==> src/hdl/nic_descriptor_ring_tracker_assert.svh <==
// Assertion macros shared by the ring tracker RTL.
// Each macro names the clock and reset of the module that uses it.
`ifndef NIC_DESCRIPTOR_RING_TRACKER_ASSERT_SVH
`define NIC_DESCRIPTOR_RING_TRACKER_ASSERT_SVH

// Same-cycle implication, checked outside reset
`define NICDRT_ASSERT_NOW(label, ante, cons) \
  label: assert property (@(posedge clk_i) disable iff (!rst_ni) (ante) |-> (cons)) \
    else $error("nicdrt: same-cycle check failed");

// Next-cycle implication, checked outside reset
`define NICDRT_ASSERT_NEXT(label, ante, cons) \
  label: assert property (@(posedge clk_i) disable iff (!rst_ni) (ante) |=> (cons)) \
    else $error("nicdrt: next-cycle check failed");

`endif

==> src/hdl/nicdrt_pkg.sv <==
`default_nettype none

package nicdrt_pkg;

  // Ring sizes
  localparam int unsigned RX_ENTRIES = 64;
  localparam int unsigned TX_ENTRIES = 16;
  localparam int unsigned RX_IDX_W   = $clog2(RX_ENTRIES);
  localparam int unsigned TX_IDX_W   = $clog2(TX_ENTRIES);

  // Statistics counters
  localparam int unsigned NSTAT  = 13;
  localparam int unsigned STAT_W = 32;
  localparam int unsigned SEL_W  = 4;

  localparam int unsigned STAT_RXBUFF = 0;
  localparam int unsigned STAT_CRC    = 1;
  localparam int unsigned STAT_OFLO   = 2;
  localparam int unsigned STAT_FRAM   = 3;
  localparam int unsigned STAT_RTRY   = 4;
  localparam int unsigned STAT_LCAR   = 5;
  localparam int unsigned STAT_LCOL   = 6;
  localparam int unsigned STAT_UFLO   = 7;
  localparam int unsigned STAT_TXBUFF = 8;
  localparam int unsigned STAT_MERR   = 9;
  localparam int unsigned STAT_MISS   = 10;
  localparam int unsigned STAT_BABL   = 11;
  localparam int unsigned STAT_OERRS  = 12;

  // Descriptor and status bits
  localparam int unsigned BIT_OWN      = 31;
  localparam int unsigned BIT_ERR_SUM  = 30;
  localparam int unsigned BIT_RX_BUFF  = 26;
  localparam int unsigned BIT_RX_CRC   = 27;
  localparam int unsigned BIT_RX_OFLO  = 28;
  localparam int unsigned BIT_RX_FRAM  = 29;
  localparam int unsigned BIT_TX_RTRY  = 26;
  localparam int unsigned BIT_TX_LCAR  = 27;
  localparam int unsigned BIT_TX_LCOL  = 28;
  localparam int unsigned BIT_TX_UFLO  = 30;
  localparam int unsigned BIT_TX_BUFF  = 31;
  localparam int unsigned BIT_SW_TX    = 9;
  localparam int unsigned BIT_SW_RX    = 10;
  localparam int unsigned BIT_SW_MERR  = 11;
  localparam int unsigned BIT_SW_MISS  = 12;
  localparam int unsigned BIT_SW_BABL  = 14;

  localparam logic [15:0] ACK_VALUE    = 16'h7E40;
  localparam logic [15:0] RX_ARM_HI    = 16'h8000;
  localparam logic [15:0] TX_FILL_HI   = 16'h8300;

  // Configuration registers
  localparam int unsigned PADDR_W = 3;
  localparam logic        REG_RX_BUFFER_BYTES = 1'b0;
  localparam logic [11:0] RX_BUFFER_BYTES_RST = 12'd1518;

  typedef enum logic [2:0] {
    ACT_STATUS    = 3'd0,
    ACT_RX_CHECK  = 3'd1,
    ACT_TX_OFFER  = 3'd2,
    ACT_TX_CHECK  = 3'd3,
    ACT_STAT_READ = 3'd4
  } action_e;

  typedef struct packed {
    logic [2:0]  action;
    logic [15:0] status_word;
    logic [31:0] desc_status;
    logic [31:0] desc_count;
    logic [11:0] frame_length;
    logic [3:0]  stat_select;
  } in_item_t;

  typedef struct packed {
    logic        accepted;
    logic [5:0]  ring_index;
    logic [31:0] write_back_word;
    logic        frame_good;
    logic [11:0] rx_length;
    logic        service_rx;
    logic        service_tx;
    logic [15:0] ack_word;
    logic [3:0]  tx_pending;
    logic [31:0] stat_value;
  } out_item_t;

endpackage

`default_nettype wire

==> src/hdl/nicdrt_stats.sv <==
`default_nettype none

module nicdrt_stats import nicdrt_pkg::*; (
  input  wire logic              clk_i,
  input  wire logic              rst_ni,
  input  wire logic [NSTAT-1:0]  bump_i,
  input  wire logic [SEL_W-1:0]  sel_i,
  output logic      [STAT_W-1:0] value_o
);

  logic [STAT_W-1:0] cnt_q [NSTAT];

  // Advance each counter whose event fired; wrap at full width
  always_ff @(posedge clk_i or negedge rst_ni) begin
    if (!rst_ni) begin
      for (int i = 0; i < NSTAT; i++) begin
        cnt_q[i] <= '0;
      end
    end else begin
      for (int i = 0; i < NSTAT; i++) begin
        if (bump_i[i]) begin
          cnt_q[i] <= cnt_q[i] + STAT_W'(1);
        end
      end
    end
  end

  // Read the selected counter; codes beyond the list read zero
  always_comb begin
    value_o = '0;
    for (int i = 0; i < NSTAT; i++) begin
      if (sel_i == SEL_W'(i)) begin
        value_o = cnt_q[i];
      end
    end
  end

endmodule

`default_nettype wire

==> src/hdl/nic_descriptor_ring_tracker.sv <==
// Descriptor ring tracker for an Ethernet receive ring and transmit ring.
// Input channel: in_valid_i / in_stall_o carry one event item (in_item_t):
// a status event, a receive descriptor check, a transmit offer, a transmit
// descriptor check or a statistic read. Output channel: out_valid_o /
// out_stall_i carry exactly one result item (out_item_t) per event.
// An item is taken at a rising edge with valid high and stall low.
// Each result is registered in the output register or the skid register.
// Throughput: one item per cycle while in_stall_o is low; ring indexes,
// pending count and the 13 statistics counters are updated in the cycle
// the item is taken, so the next item sees them at once.
// When the receiver stalls, the result is held in the output register and
// one further item is parked in a skid register; in_stall_o then rises
// until the output register drains.
// Reset (rst_ni low) clears indexes, pending count, counters and both
// buffer stages, and sets rx_buffer_bytes to 1518. The APB port writes
// rx_buffer_bytes at byte address 0; the user must write it only while the
// block is idle; the block does not enforce this. pready is always high.
`default_nettype none

module nic_descriptor_ring_tracker import nicdrt_pkg::*; (
  input  wire logic               clk_i,
  input  wire logic               rst_ni,
  input  wire logic               in_valid_i,
  output logic                    in_stall_o,
  input  wire in_item_t           in_item_i,
  output logic                    out_valid_o,
  input  wire logic               out_stall_i,
  output out_item_t               out_item_o,
  input  wire logic               psel,
  input  wire logic               penable,
  input  wire logic               pwrite,
  input  wire logic [PADDR_W-1:0] paddr,
  input  wire logic [31:0]        pwdata,
  output logic [31:0]             prdata,
  output logic                    pready
);

  `include "nic_descriptor_ring_tracker_assert.svh"

  localparam logic [TX_IDX_W-1:0] TX_MAX_PENDING = TX_IDX_W'(TX_ENTRIES - 1);

  logic [11:0]         rx_buf_bytes_q;
  logic [RX_IDX_W-1:0] rx_index_q, rx_index_d;
  logic [TX_IDX_W-1:0] tx_head_q, tx_head_d;
  logic [TX_IDX_W-1:0] tx_tail_q, tx_tail_d;
  logic [TX_IDX_W-1:0] tx_count_q, tx_count_d;
  logic [NSTAT-1:0]    bump;
  logic [STAT_W-1:0]   stat_rd;
  logic                in_take;
  logic                out_pop;
  out_item_t           res;
  out_item_t           out_q, skid_q;
  logic                out_valid_q, skid_valid_q;
  logic [RX_IDX_W:0]   rx_inc;
  logic [TX_IDX_W:0]   head_inc, tail_inc;
  logic [11:0]         msg_cnt;

  // APB register port
  assign pready = 1'b1;
  assign prdata = (paddr[2] == REG_RX_BUFFER_BYTES) ? {20'd0, rx_buf_bytes_q} : 32'd0;

  always_ff @(posedge clk_i or negedge rst_ni) begin
    if (!rst_ni) begin
      rx_buf_bytes_q <= RX_BUFFER_BYTES_RST;
    end else if (psel && penable && pwrite && pready &&
                 paddr[2] == REG_RX_BUFFER_BYTES) begin
      rx_buf_bytes_q <= pwdata[11:0];
    end
  end

  // Handshake: stall only while the skid stage holds an item
  assign in_stall_o = skid_valid_q;
  assign in_take    = in_valid_i && !in_stall_o;
  assign out_pop    = out_valid_q && !out_stall_i;

  assign rx_inc   = {1'b0, rx_index_q} + (RX_IDX_W + 1)'(1);
  assign head_inc = {1'b0, tx_head_q} + (TX_IDX_W + 1)'(1);
  assign tail_inc = {1'b0, tx_tail_q} + (TX_IDX_W + 1)'(1);
  assign msg_cnt  = in_item_i.desc_count[11:0];

  // Decode one event: result fields, counter events, next ring state
  always_comb begin
    res        = '0;
    bump       = '0;
    rx_index_d = rx_index_q;
    tx_head_d  = tx_head_q;
    tx_tail_d  = tx_tail_q;
    tx_count_d = tx_count_q;
    case (in_item_i.action)
      ACT_STATUS: begin
        bump[STAT_MERR] = in_item_i.status_word[BIT_SW_MERR];
        bump[STAT_MISS] = in_item_i.status_word[BIT_SW_MISS];
        bump[STAT_BABL] = in_item_i.status_word[BIT_SW_BABL];
        res.service_rx  = in_item_i.status_word[BIT_SW_RX];
        res.service_tx  = in_item_i.status_word[BIT_SW_TX];
        res.ack_word    = ACK_VALUE;
      end
      ACT_RX_CHECK: begin
        res.ring_index = 6'(rx_index_q);
        if (!in_item_i.desc_status[BIT_OWN]) begin
          if (in_item_i.desc_status[BIT_ERR_SUM]) begin
            bump[STAT_RXBUFF] = in_item_i.desc_status[BIT_RX_BUFF];
            bump[STAT_CRC]    = in_item_i.desc_status[BIT_RX_CRC];
            bump[STAT_OFLO]   = in_item_i.desc_status[BIT_RX_OFLO];
            bump[STAT_FRAM]   = in_item_i.desc_status[BIT_RX_FRAM];
          end else begin
            res.frame_good = 1'b1;
            res.rx_length  = (msg_cnt >= 12'd4) ? msg_cnt - 12'd4 : 12'd0;
          end
          res.accepted        = 1'b1;
          res.write_back_word = {RX_ARM_HI, 16'd0 - {4'd0, rx_buf_bytes_q}};
          rx_index_d = (rx_inc >= (RX_IDX_W + 1)'(RX_ENTRIES)) ? '0 : rx_inc[RX_IDX_W-1:0];
        end
      end
      ACT_TX_OFFER: begin
        res.ring_index = 6'(tx_head_q);
        if (tx_count_q < TX_MAX_PENDING) begin
          res.accepted        = 1'b1;
          res.write_back_word = {TX_FILL_HI, 16'd0 - {4'd0, in_item_i.frame_length}};
          tx_count_d = tx_count_q + TX_IDX_W'(1);
          tx_head_d  = (head_inc >= (TX_IDX_W + 1)'(TX_ENTRIES)) ? '0 : head_inc[TX_IDX_W-1:0];
        end
      end
      ACT_TX_CHECK: begin
        res.ring_index = 6'(tx_tail_q);
        if (tx_count_q != '0 && !in_item_i.desc_status[BIT_OWN]) begin
          if (in_item_i.desc_status[BIT_ERR_SUM]) begin
            bump[STAT_RTRY]   = in_item_i.desc_count[BIT_TX_RTRY];
            bump[STAT_LCAR]   = in_item_i.desc_count[BIT_TX_LCAR];
            bump[STAT_LCOL]   = in_item_i.desc_count[BIT_TX_LCOL];
            bump[STAT_UFLO]   = in_item_i.desc_count[BIT_TX_UFLO];
            bump[STAT_TXBUFF] = in_item_i.desc_count[BIT_TX_BUFF];
            bump[STAT_OERRS]  = 1'b1;
          end
          res.accepted = 1'b1;
          tx_count_d = tx_count_q - TX_IDX_W'(1);
          tx_tail_d  = (tail_inc >= (TX_IDX_W + 1)'(TX_ENTRIES)) ? '0 : tail_inc[TX_IDX_W-1:0];
        end
      end
      ACT_STAT_READ: begin
        res.stat_value = stat_rd;
      end
      default: begin
      end
    endcase
    res.tx_pending = 4'(tx_count_d);
  end

  nicdrt_stats u_stats (
    .clk_i   (clk_i),
    .rst_ni  (rst_ni),
    .bump_i  (in_take ? bump : '0),
    .sel_i   (in_item_i.stat_select),
    .value_o (stat_rd)
  );

  // Commit ring state when an item is taken
  always_ff @(posedge clk_i or negedge rst_ni) begin
    if (!rst_ni) begin
      rx_index_q <= '0;
      tx_head_q  <= '0;
      tx_tail_q  <= '0;
      tx_count_q <= '0;
    end else if (in_take) begin
      rx_index_q <= rx_index_d;
      tx_head_q  <= tx_head_d;
      tx_tail_q  <= tx_tail_d;
      tx_count_q <= tx_count_d;
    end
  end

  // Output register and skid stage control
  always_ff @(posedge clk_i or negedge rst_ni) begin
    if (!rst_ni) begin
      out_valid_q  <= 1'b0;
      skid_valid_q <= 1'b0;
    end else if (!out_valid_q || out_pop) begin
      out_valid_q  <= skid_valid_q || in_take;
      skid_valid_q <= 1'b0;
    end else if (in_take) begin
      skid_valid_q <= 1'b1;
    end
  end

  // Output register and skid stage payload
  always_ff @(posedge clk_i) begin
    if (!out_valid_q || out_pop) begin
      out_q <= skid_valid_q ? skid_q : res;
    end else if (in_take) begin
      skid_q <= res;
    end
  end

  assign out_valid_o = out_valid_q;
  assign out_item_o  = out_q;

  // Checks
  `NICDRT_ASSERT_NOW(a_pending_bound, 1'b1, tx_count_q <= TX_MAX_PENDING)
  `NICDRT_ASSERT_NOW(a_skid_behind_out, skid_valid_q, out_valid_q)
  `NICDRT_ASSERT_NEXT(a_out_held, out_valid_q && out_stall_i, out_valid_q)
  `NICDRT_ASSERT_NEXT(a_offer_counts,
      in_take && in_item_i.action == ACT_TX_OFFER && tx_count_q < TX_MAX_PENDING,
      tx_count_q == $past(tx_count_q) + TX_IDX_W'(1))

endmodule

`default_nettype wire
==> config.mk <==
export PLATFORM = sky130hd
export DESIGN_NAME = nic_descriptor_ring_tracker
export DESIGN_NICKNAME = d
export VERILOG_FILES = /design/src/hdl/nicdrt_pkg.sv /design/src/hdl/nicdrt_stats.sv /design/src/hdl/nic_descriptor_ring_tracker.sv
export VERILOG_INCLUDE_DIRS = /design/src /design/src/hdl
export SDC_FILE = /design/constraint.sdc
export NUM_CORES = 1
export LEC_CHECK = 0
export ABC_AREA = 1
export BUFFER_PORTS_ARGS = -buffer_cell sky130_fd_sc_hd__buf_4
export CORE_ASPECT_RATIO = 1.4
export CORE_MARGIN = 2
export CORE_UTILIZATION = 35
export CTS_CLUSTER_DIAMETER = 60
export DETAILED_ROUTE_END_ITERATION = 6
export PLACE_DENSITY = 0.53
export SLEW_MARGIN = 20
export SYNTH_ARGS = -nofsm -noshare
export SYNTH_HDL_FRONTEND = slang
export SYNTH_SLANG_ARGS = --single-unit
==> constraint.sdc <==
create_clock -name clk_i -period 10.51 [get_ports clk_i]
set_clock_uncertainty 0.15 [all_clocks]
set_input_delay 1.051 -clock clk_i [delete_from_list [all_inputs] [get_ports clk_i]]
set_output_delay 1.051 -clock clk_i [all_outputs]
set_load 0.03 [all_outputs]
==> results of run 1 <==
cells in the final DEF (no fill, tap or decap), drive strengths merged, types with 100 or more instances in the layout:
cell type	synthesis	layout
inv	541	546
nor2	444	444
nand4	162	162
dfrtp	440	440
xor2	314	314
o21ai	203	203
nand3	179	179
buf	67	185
clkbuf	75	100
nand2	1364	1364
nor3	181	181
edfxtp	148	148
power by group through the flow:
stage | clock network, mW | logic [mW] | registers [mW]
final | 2.61 | 0.937 | 2.81
after global routing | 2.75 | 1.04 | 2.84
after CTS | 2.67 | 0.944 | 2.81
after detailed placement | 0 | 0.940 | 2.85
after global placement | 0 | 0.928 | 2.85
after floorplan | 0 | 0.546 | 2.84
layer usage:
layer | global-route usage (%) | part of all wire (%) | wire, um | vias to the layer above
li1 | - | - | - | 14500
met1 | 25.2 | 39 | 45500 | 14200
met2 | 41.6 | 52 | 60500 | 654
met3 | 2.92 | 3.4 | 3940 | 240
met4 | 12.5 | 5.7 | 6700 | 4
met5 | 0 | 0.022 | 26 | -
area by class of cell:
class                           instances  area, sq um  area share (%)
Multi-Input combinational cell       3223        16500            41.6
Sequential cell                       596        15700            39.4
Clock buffer                          100         2060            5.17
Inverter                              546         2050            5.16
Tap cell                             1311         1640            4.13
Timing Repair Buffer                  185         1410            3.54
Clock inverter                         31          395           0.995
Antenna cell                            1         2.50         0.00629
path summary, 6_finish.rpt:
path,from,to
setup / recovery,in_item_i[98],u_stats.cnt_q[351]
hold / removal,rst_ni,u_stats.cnt_q[352]
setup reg to reg,in_stall_o,u_stats.cnt_q[145]
hold reg to reg,u_stats.cnt_q[241],u_stats.cnt_q[241]
max in group asynchronous,rst_ni,u_stats.cnt_q[58]
min in group clk_i,u_stats.cnt_q[241],u_stats.cnt_q[241]
flip-flops by register name (all words and copies together) (netlist names):
register,count
out_valid_o,1
in_stall_o,1
rx_buf_bytes_q,12
tx_count_q,4
out_item_o,74
tx_tail_q,4
rx_index_q,6
u_stats.cnt_q,416
skid_q,74
tx_head_q,4
synthesized netlist by cell type (6+ instances only):
library cell / count
clkbuf_1: 75
inv_2: 13
a31oi_1: 8
dfrtp_1: 440
nor4_2: 6
a21oi_1: 54
buf_4: 54
nor3_1: 166
nor2_2: 26
dfstp_2: 8
xnor2_1: 81
nor3b_1: 6
inv_1: 528
nor3_2: 15
nand4_1: 157
o21ai_0: 200
nand3_2: 6
nand2_2: 10
mux2_2: 7
o22ai_1: 7
nand3_1: 171
nand2_4: 8
nor4_1: 65
ha_1: 22
nor2_4: 6
nand3b_1: 31
xor2_1: 314
edfxtp_1: 148
or2_2: 25
nor2_1: 408
nand2_1: 1346
metrics by stage:
stage / hold WS, ps / instance area (sq um) / total power, mW
2_1_floorplan: 291 / 35000 / 3.38
3_3_place_gp: 305 / 37300 / 3.78
3_5_place_dp: 308 / 37300 / 3.79
4_1_cts: 242 / 39700 / 6.43
5_1_grt: 274 / 39800 / 6.64
6_report: 208 / 39800 / 6.36
cells by family (layout without fill, tap and decap cells):
group / after synthesis / count (layout) / synth area share, %
AO/OA/AOI/OAI: 285 / 285 / 4.28
flip-flops: 596 / 596 / 45.0
other: 2 / 44 / 0.0216
adder cells (fa/ha/maj): 22 / 22 / 0.790
AND/OR/NAND/NOR: 2471 / 2471 / 31.7
XOR/XNOR: 395 / 395 / 9.93
multiplexers: 7 / 7 / 0.226
buffers and inverters: 688 / 862 / 8.09
==> summary.md, run 1 <==
| Metric | Value |
|---|---|
| TNS Setup | 0 ps |
| Routability congestion estimate | 0.969 |
| Placement Rows | 136 |
| Worst path arrival time | 4220 ps |
| Status | finished clean |
| Required time worst endpoint | 10,900 ps |
| Clock transition at path regs | 60 ps |
| Slew Viols, Final | 0 |
| Post-CTS Setup Inserts | 0 |
| Synth area leaders | dfrtp_1, nand2_1, edfxtp_1, xor2_1, inv_1 |
| # IOs | 282 |
| WS Path Type | in -> reg |
| Fmax | 261 MHz |
| Worst path buffer plus inverter count | 3 |
| Die height | 377 um |
| Leading area contributor after synthesis | dfrtp_1 |
| Initial Util | 35.4% |
| Drt initial violations | 1,986 |
| Core region area | 0.0984 sq mm |
| P_sw | 1.98 mW |
| Post-Synthesis Cells | 4,466 |
| Number of global-route vias before repair | 29,600 |
| Post-synth ARST share | 75.2% |
| P_leak | 18.6 nW |
| Slew at the pin with the worst max-slew slack | 1050 ps |
| DRC | 0 |
| Slowest CP cell | inv_1 |
| Final WL | 117,000 um |
| Final Worst Setup Slack | 6680 ps |
| CP max stage delay | 490 ps |
| Path depth of the worst reg2reg path | 12 |
| Share of power burned in registers | 44.2% |
| P&R area growth vs syn | 14.2% |
| Synthesized area per cell | 7.80 sq um |
| Layout cells sized above 1 | 9.57% |
| Total track usage | 22.6% |
| CP Depth | 12 |
| Slew headroom | 29.3% |
| Cts hold-fix bufs | 0 |
| Post-detail-place hpwl | 90,300 um |
| Drt pass-1 iters | 6 |
| Final setup fails | 0 |
| Clk pwr share | 41.0% |
| Die width | 271 um |
| Largest delay share family, worst path | simple AND/OR/NAND/NOR gates |
| Seq/Total Area, Yosys | 45.0% |
| Crit-path cells | buf_4 > inv_2 > nand3_2 > nor2_2 > nand2_2 > nor2_8 > nand2_2 > inv_1 > nand4_1 > nor2_1 > nand4_1 > xor2_1 |
| Max Cap Viol | 0 |
| CTS tree | built |
| RSZ-0062 raised after global routing | no |
| Period utilization | 36.4% |
| R2r setup slk | 6910 ps |
| Pwr Density | 160 mW/mm^2 |
| CTS Buffer Depth | 3 |
| Util after Layout | 40.4% |
| Largest net degree at the start of global routing | 118 |
| Routed vias | 29,700 |
| Initial antenna violation count | 3 |
| Post-Place Cells | 5,861 |
| CP Max Fanout | 21 |
| Mapped cell area | 0.0348 sq mm |
| Fillers | 10,300 |
| Port Buffer Count | 164 |
| Synthesis-stage register bit count | 596 |
| Crit. End Element | flop |
| Comb pwr share | 14.7% |
| Worst IR Drop VDD | 0.106 mV |
| Startpoint types | input port |
| Vias per std cell | 4.95 |
| Switching Fraction | 31.2% |
| H-tree levels | 3 |
| HP Class | in -> async |
| Total CTS buffers | 72 |
| Nets | 4,787 |
| CTS Sinks | 596 |
| Cell Count, Final, Fillers Out | 5,993 |
| Resize count post-CTS | 0 |
| Routed Antenna Nets | 0 |
| Unique cell type count in the Yosys netlist | 55 |
| Min Tclk post-route | 3830 ps |
| Hold Fails Final Rpt | 0 |
| GRT overflow | 0 |
| Post-synth top flop | dfrtp_1 |
| Dpl ws | 5930 ps |
| Int Power | 4.38 mW |
| Worst skew pair latency | 670 ps |
| Synth Warn # | 0 |
| Post-synth top area share | 31.6% |
| DR WL/cell | 19.5 um |
| Clock root buffer master | clkbuf_16 |
| EDFF count, synth | 148 |
| Die ar. | 0.102 sq mm |
| Global-route wire length before repair | 176,000 um |
Note: power is estimated with default switching activity, not from simulation.
==> run 2, diff against run 1 <==
--- a/config.mk
+++ b/config.mk
@@ -6,14 +6,14 @@
 export SDC_FILE = /design/constraint.sdc
 export NUM_CORES = 1
 export LEC_CHECK = 0
-export ABC_AREA = 1
+export ABC_AREA = 0
 export BUFFER_PORTS_ARGS = -buffer_cell sky130_fd_sc_hd__buf_4
 export CORE_ASPECT_RATIO = 1.4
 export CORE_MARGIN = 2
 export CORE_UTILIZATION = 35
 export CTS_CLUSTER_DIAMETER = 60
 export DETAILED_ROUTE_END_ITERATION = 6
-export PLACE_DENSITY = 0.53
+export PLACE_DENSITY = 0.54
 export SLEW_MARGIN = 20
 export SYNTH_ARGS = -nofsm -noshare
 export SYNTH_HDL_FRONTEND = slang
==> constraint.sdc (replaced) <==
create_clock -name clk_i -period 3.6 [get_ports clk_i]
set_clock_uncertainty 0.15 [all_clocks]
set_input_delay 0.36 -clock clk_i [delete_from_list [all_inputs] [get_ports clk_i]]
set_output_delay 0.36 -clock clk_i [all_outputs]
set_load 0.03 [all_outputs]
==> run 2 against run 1 <==
  * Combinational power grew 110%
  * Global-route usage shrank 1.6 points
  * Sequential power grew to 2.7 times the previous value
  * Critical endpoint is now u_stats.cnt_q[383]
  * Die area shrank 11%
==> summary.md, run 2 <==
| Metric | Value |
|---|---|
| TNS Setup | 0 ps |
| Synthesized area per cell | 10.7 sq um |
| Number of global-route vias before repair | 23,600 |
| Status | finished clean |
| Reg2Reg Launch Point | tx_count_q[0] |
| DR WL/cell | 22.3 um |
| Post-CTS Setup Inserts | 0 |
| DRC | 0 |
| Top reg by flops | u_stats.cnt_q |
| Mapped cell area | 0.0309 sq mm |
| Final WL | 95,600 um |
| CTS Sinks | 596 |
| Period utilization | 83.8% |
| Final setup fails | 0 |
| Antenna Cells | 0 |
| Worst IR Drop VDD | 0.327 mV |
| Synthesis-stage register bit count | 596 |
| Die height | 356 um |
| Routed Antenna Nets | 0 |
| Seq/Total Area, Yosys | 50.7% |
| Critical path launch point | in_item_i[98] |
| Initial antenna violation count | 1 |
| Slew at the pin with the worst max-slew slack | 957 ps |
| Design area | 0.0359 sq mm |
| CTS Buffer Depth | 3 |
| R2r setup slk | 670 ps |
| CTS tree | built |
| Die width | 255 um |
| Commonest cells in the netlist | dfrtp_1, xnor2_1, nand2_1 |
| Min Tclk post-route | 3020 ps |
| Most common cell after layout, fill and taps aside | dfrtp_1 |
| CP Max Fanout | 17 |
| Most frequent cell after synthesis | dfrtp_1 |
| Post-synth top area share | 35.6% |
| HP Class | in -> reg |
| Startpoint types | input port |
| Fmax | 331 MHz |
| Total CTS buffers | 57 |
| Worst min-delay path startpoint | in_item_i[4] |
| Min Hold Slack | 57.8 ps |
| Slew headroom | 36.2% |
| Layout cells sized above 1 | 15.7% |
| Drt initial violations | 1,683 |
| RSZ-0062 raised after global routing | no |
| Crit. End Element | flop |
| Final Worst Setup Slack | 583 ps |
| Drt pass-1 iters | 6 |
| Post-detail-place hpwl | 72,400 um |
| Commonest non-fill, non-tap cells in the layout | dfrtp_1, xnor2_1, buf_4 |
| Die ar. | 0.0907 sq mm |
| P_leak | 15.5 nW |
| Unique cell type count in the Yosys netlist | 78 |
| Util after Layout | 41.2% |
| Pwr Density | 442 mW/mm^2 |
| Synth area leaders | dfrtp_1, edfxtp_1, xnor2_1, xor2_1, mux2_2 |
| WS Path Type | in -> reg |
| Clock transition at path regs | 60 ps |
| Nets | 3,242 |
| Routability congestion estimate | 0.898 |
| Worst path arrival time | 3420 ps |
| Port Buffer Count | 164 |
| Routed vias | 23,200 |
| Hold Fails Final Rpt | 0 |
| Max Cap Viol | 0 |
| GRT overflow | 0 |
| EDFF count, synth | 148 |
| Worst skew pair latency | 650 ps |
| Slew Viols, Final | 0 |
| Post-synth top flop | dfrtp_1 |
| Max reg flops | 416 |
| Post-synth ARST share | 75.2% |
| Initial Util | 35.4% |
| Global-route wire length before repair | 145,000 um |
| Clock root buffer master | clkbuf_16 |
| H-tree levels | 2 |
| Leading area contributor after synthesis | dfrtp_1 |
| Placed instance area | 0.0336 sq mm |
| P&R area growth vs syn | 16.3% |
| Dpl ws | 435 ps |
| Post-Synthesis Cells | 2,878 |
| Total track usage | 21.1% |
| Placement Rows | 128 |
| Fillers | 8,377 |
| Largest net degree at the start of global routing | 99 |
| Required time worst endpoint | 4000 ps |
| Vias per std cell | 5.40 |
| Core region area | 0.0873 sq mm |
| Synth Warn # | 0 |
| # IOs | 282 |
## run 2: layout make-up
cell class | count | area, sq um | area share, %
Inverter | 74 | 278 | 0.773
Clock inverter | 23 | 300 | 0.836
Tap cell | 1170 | 1460 | 4.07
Clock buffer | 82 | 1610 | 4.48
Timing Repair Buffer | 292 | 2400 | 6.67
Sequential cell | 596 | 15700 | 43.6
Multi-Input combinational cell | 2058 | 14200 | 39.6
## run 2: cell families after synthesis
kind of cell / after synthesis / share of synthesized area [%]
and+or+nand+nor: 1092 / 18.9
DFF: 596 / 50.7
xor gates and xnor gates: 435 / 12.3
AOI/OAI and AO/OA: 332 / 7.70
buffers and inverters: 265 / 3.94
muxes: 134 / 5.53
adders and majority gates: 22 / 0.891
other: 2 / 0.0243
## run 2: path summary, 6_finish.rpt
check	end	depth (start not counted)
worst max register to register	u_stats.cnt_q[142]	8
max in group asynchronous	rx_buf_bytes_q[7]	3
worst min register to register	u_stats.cnt_q[255]	1
worst min-delay path	skid_q[67]	3
min in group asynchronous	u_stats.cnt_q[255]	2
worst max-delay path	u_stats.cnt_q[383]	7
## run 2: worst max-delay path, cell delays in order
cell and delay [ps]:
dlygate4sd3_1 530, buf_4 200, or4b_1 730, nor4_4 510
nand4_1 480, nor3_1 380, xor2_1 210
## run 2: per-stage QoR
stage / std cells / total power, mW
finish: 4295 / 15.9
global route: 4295 / 16.5
CTS: 4295 / 16.1
detailed placement: 4151 / 9.73
global placement: 4151 / 9.68
floorplan: 2919 / 8.88
## run 2: metal layers
layer / track usage, % / vias to the layer above / part of all wire [%]
met2: 37.5 / 675 / 51
met4: 9.73 / 2 / 5.0
met3: 2.70 / 179 / 4.6
met1: 25.0 / 11600 / 39
met5: 0 / - / 0.017
li1: - / 10700 / -
## run 2: what timing repair did
| action | 4_1_cts | 5_1_grt |
|---|---|---|
| resized for setup | 0 | 0 |
| hold endpoints to repair | 146 | 0 |
| hold buffers | 39 | 0 |
## run 2: power breakdown
group	internal [mW]	switching [mW]	total, mW	leakage [nW]
logic	0.750	1.21	1.96	7.19
registers	7.31	0.355	7.66	7.41
clock network	3.55	2.73	6.27	0.928
==> run 3, diff against run 2 <==
--- a/config.mk
+++ b/config.mk
@@ -13,7 +13,7 @@
 export CORE_UTILIZATION = 35
 export CTS_CLUSTER_DIAMETER = 60
 export DETAILED_ROUTE_END_ITERATION = 6
-export PLACE_DENSITY = 0.54
+export PLACE_DENSITY = 0.56
 export SLEW_MARGIN = 20
 export SYNTH_ARGS = -nofsm -noshare
 export SYNTH_HDL_FRONTEND = slang
==> constraint.sdc (replaced) <==
create_clock -name clk_i -period 2.6 [get_ports clk_i]
set_clock_uncertainty 0.15 [all_clocks]
set_input_delay 0.26 -clock clk_i [delete_from_list [all_inputs] [get_ports clk_i]]
set_output_delay 0.26 -clock clk_i [all_outputs]
set_load 0.03 [all_outputs]
==> run 3 against run 2 <==
  * Worst setup slack got worse by 520 ps
  * Core utilization increased by 2.4 points
  * Clock power up 40%
  * Sequential share of layout area fell by 2.4 points
  * Hold slack got worse by 15 ps
  * Highest routed layer unchanged
==> summary.md, run 3 (synthesis gave the netlist of run 2 again) <==
| Metric | Value |
|---|---|
| Routed Antenna Nets | 0 |
| Antenna Cells | 0 |
| RSZ-0062 raised after global routing | yes |
| CTS Buffer Depth | 3 |
| CTS tree | built |
| Path depth of the worst reg2reg path | 6 |
| Port Buffer Count | 164 |
| # IOs | 282 |
| Clock transition at path regs | 60 ps |
| Die height | 356 um |
| Worst skew pair latency | 650 ps |
| CP Max Fanout | 5 |
| Total CTS buffers | 57 |
| Final setup fails | 0 |
| Worst IR Drop VDD | 0.537 mV |
| Vias per std cell | 5.30 |
| Hold Fails Final Rpt | 0 |
| DRC | 0 |
| Worst path arrival time | 2760 ps |
| Largest net degree at the start of global routing | 77 |
| Reg2Reg Launch Point | u_stats.cnt_q[304] |
| Pwr Total | 22.4 mW |
| Post-detail-place hpwl | 74,800 um |
| Critical path launch point | u_stats.cnt_q[304] |
| Period utilization | 97.5% |
| Pwr Density | 588 mW/mm^2 |
| Clock root buffer master | clkbuf_16 |
| DR WL/cell | 21.8 um |
| Final WL | 98,200 um |
| Fmax | 394 MHz |
| Drt initial violations | 1,621 |
| Layout cells sized above 1 | 21.5% |
| Core region area | 0.0873 sq mm |
| Commonest non-fill, non-tap cells in the layout | dfrtp_1, buf_4, xnor2_1 |
| CTS Sinks | 596 |
| HP Class | in -> reg |
| WS Path Type | reg -> reg |
| Most common cell after layout, fill and taps aside | dfrtp_1 |
| Number of global-route vias before repair | 24,000 |
| Status | finished clean |
| P&R area growth vs syn | 23.2% |
| Slew Viols, Final | 0 |
| Util after Layout | 43.6% |
| GRT overflow | 0 |
| R2r setup slk | 70 ps |
| Total track usage | 21.6% |
| Max Cap Viol | 0 |
| Min Tclk post-route | 2530 ps |
| Die width | 255 um |
| P_leak | 16.7 nW |
| Slew at the pin with the worst max-slew slack | 868 ps |
| Startpoint types | flop |
| Slew headroom | 41.9% |
| Initial Util | 35.4% |
| Global-route wire length before repair | 149,000 um |
| Drt pass-1 iters | 6 |
| Top reg by flops | u_stats.cnt_q |
| Reg2reg end | out_item_o[16] |
| Initial antenna violation count | 4 |
| Required time worst endpoint | 2830 ps |
| Nets | 3,452 |
| Die ar. | 0.0907 sq mm |
| Routability congestion estimate | 0.970 |
| Crit. End Element | flop |
| Max reg flops | 416 |
| Worst setup path endpoint | out_item_o[16] |
| Routed vias | 23,900 |
| Placement Rows | 128 |
| H-tree levels | 2 |
## run 3: cell count changes in the layout (fill, tap and decap cells not counted), sizes merged
cell | previous run | this run
clkbuf | 82 | 84
buf | 253 | 442
dlygate4sd3 | 39 | 59
bufinv | 6 | 5
clkinvlp | 3 | 2
clkinv | 12 | 16
## run 3: report_power, final
part           internal [mW]  switching (mW)
sequential              10.1           0.469
clock                   4.97            3.79
combinational           1.27            1.75
## run 3: final cells by class
class                      count  area [sq um]
multi-input combinational   2058         14400
clock buffer                  83          1680
timing repair buffer         502          4290
inverter                      74           278
fill                        8241         49200
sequential                   596         15700
clock inverter                25           268
tap                         1170          1460
## run 3: worst min path at each step
stage                  startpoint            endpoint  slack [ps]  depth (start not counted)
detailed placement         rst_ni  u_stats.cnt_q[216]          30                          1
global route        in_item_i[11]          skid_q[74]          30                          3
floorplan                  rst_ni          in_stall_o        -190                          0
global placement           rst_ni  u_stats.cnt_q[216]          30                          1
finish              in_item_i[96]         skid_q[103]          40                          3
CTS                 in_item_i[96]         skid_q[104]           4                          3
## run 3: per-stage QoR
stage / hold slack, ps / worst slack (ps) / TNS (ps) / instances / instance area, sq um
floorplan: -186 / 16.0 / 0 / 2919 / 31100
global placement: 32.1 / -310 / -3940 / 4329 / 35200
detailed placement: 26.2 / -305 / -4370 / 4329 / 35200
CTS: 3.81 / 1.12 / 0 / 4499 / 37800
global route: 31.7 / -36.5 / -88.6 / 4508 / 38100
finish: 42.4 / 65.0 / 0 / 4508 / 38100
## run 3: critical path: stages, from the launching register on
cell and delay (ps):
dfrtp_1 440, mux4_2 570, nand2_1 120, o21ai_0 210
buf_4 210, a211oi_1 410, o21ai_0 150
## run 3: routing by layer
metal  track usage [%]  up-vias  wire (um)
met4              9.71        8       4950
met3              3.17      209       4830
li1                  -    11100          -
met5                 0        -         54
met2              38.6      707      50300
met1              25.4    11800      38100
## run 3: timing repair
action,CTS,global route
hold buffers,60,0
setup endpoints to repair,6,112
setup buffers,2,8
gates resized for setup,4,33
pin swaps,2,14
endpoints found under the hold margin,552,0
cloned,0,1
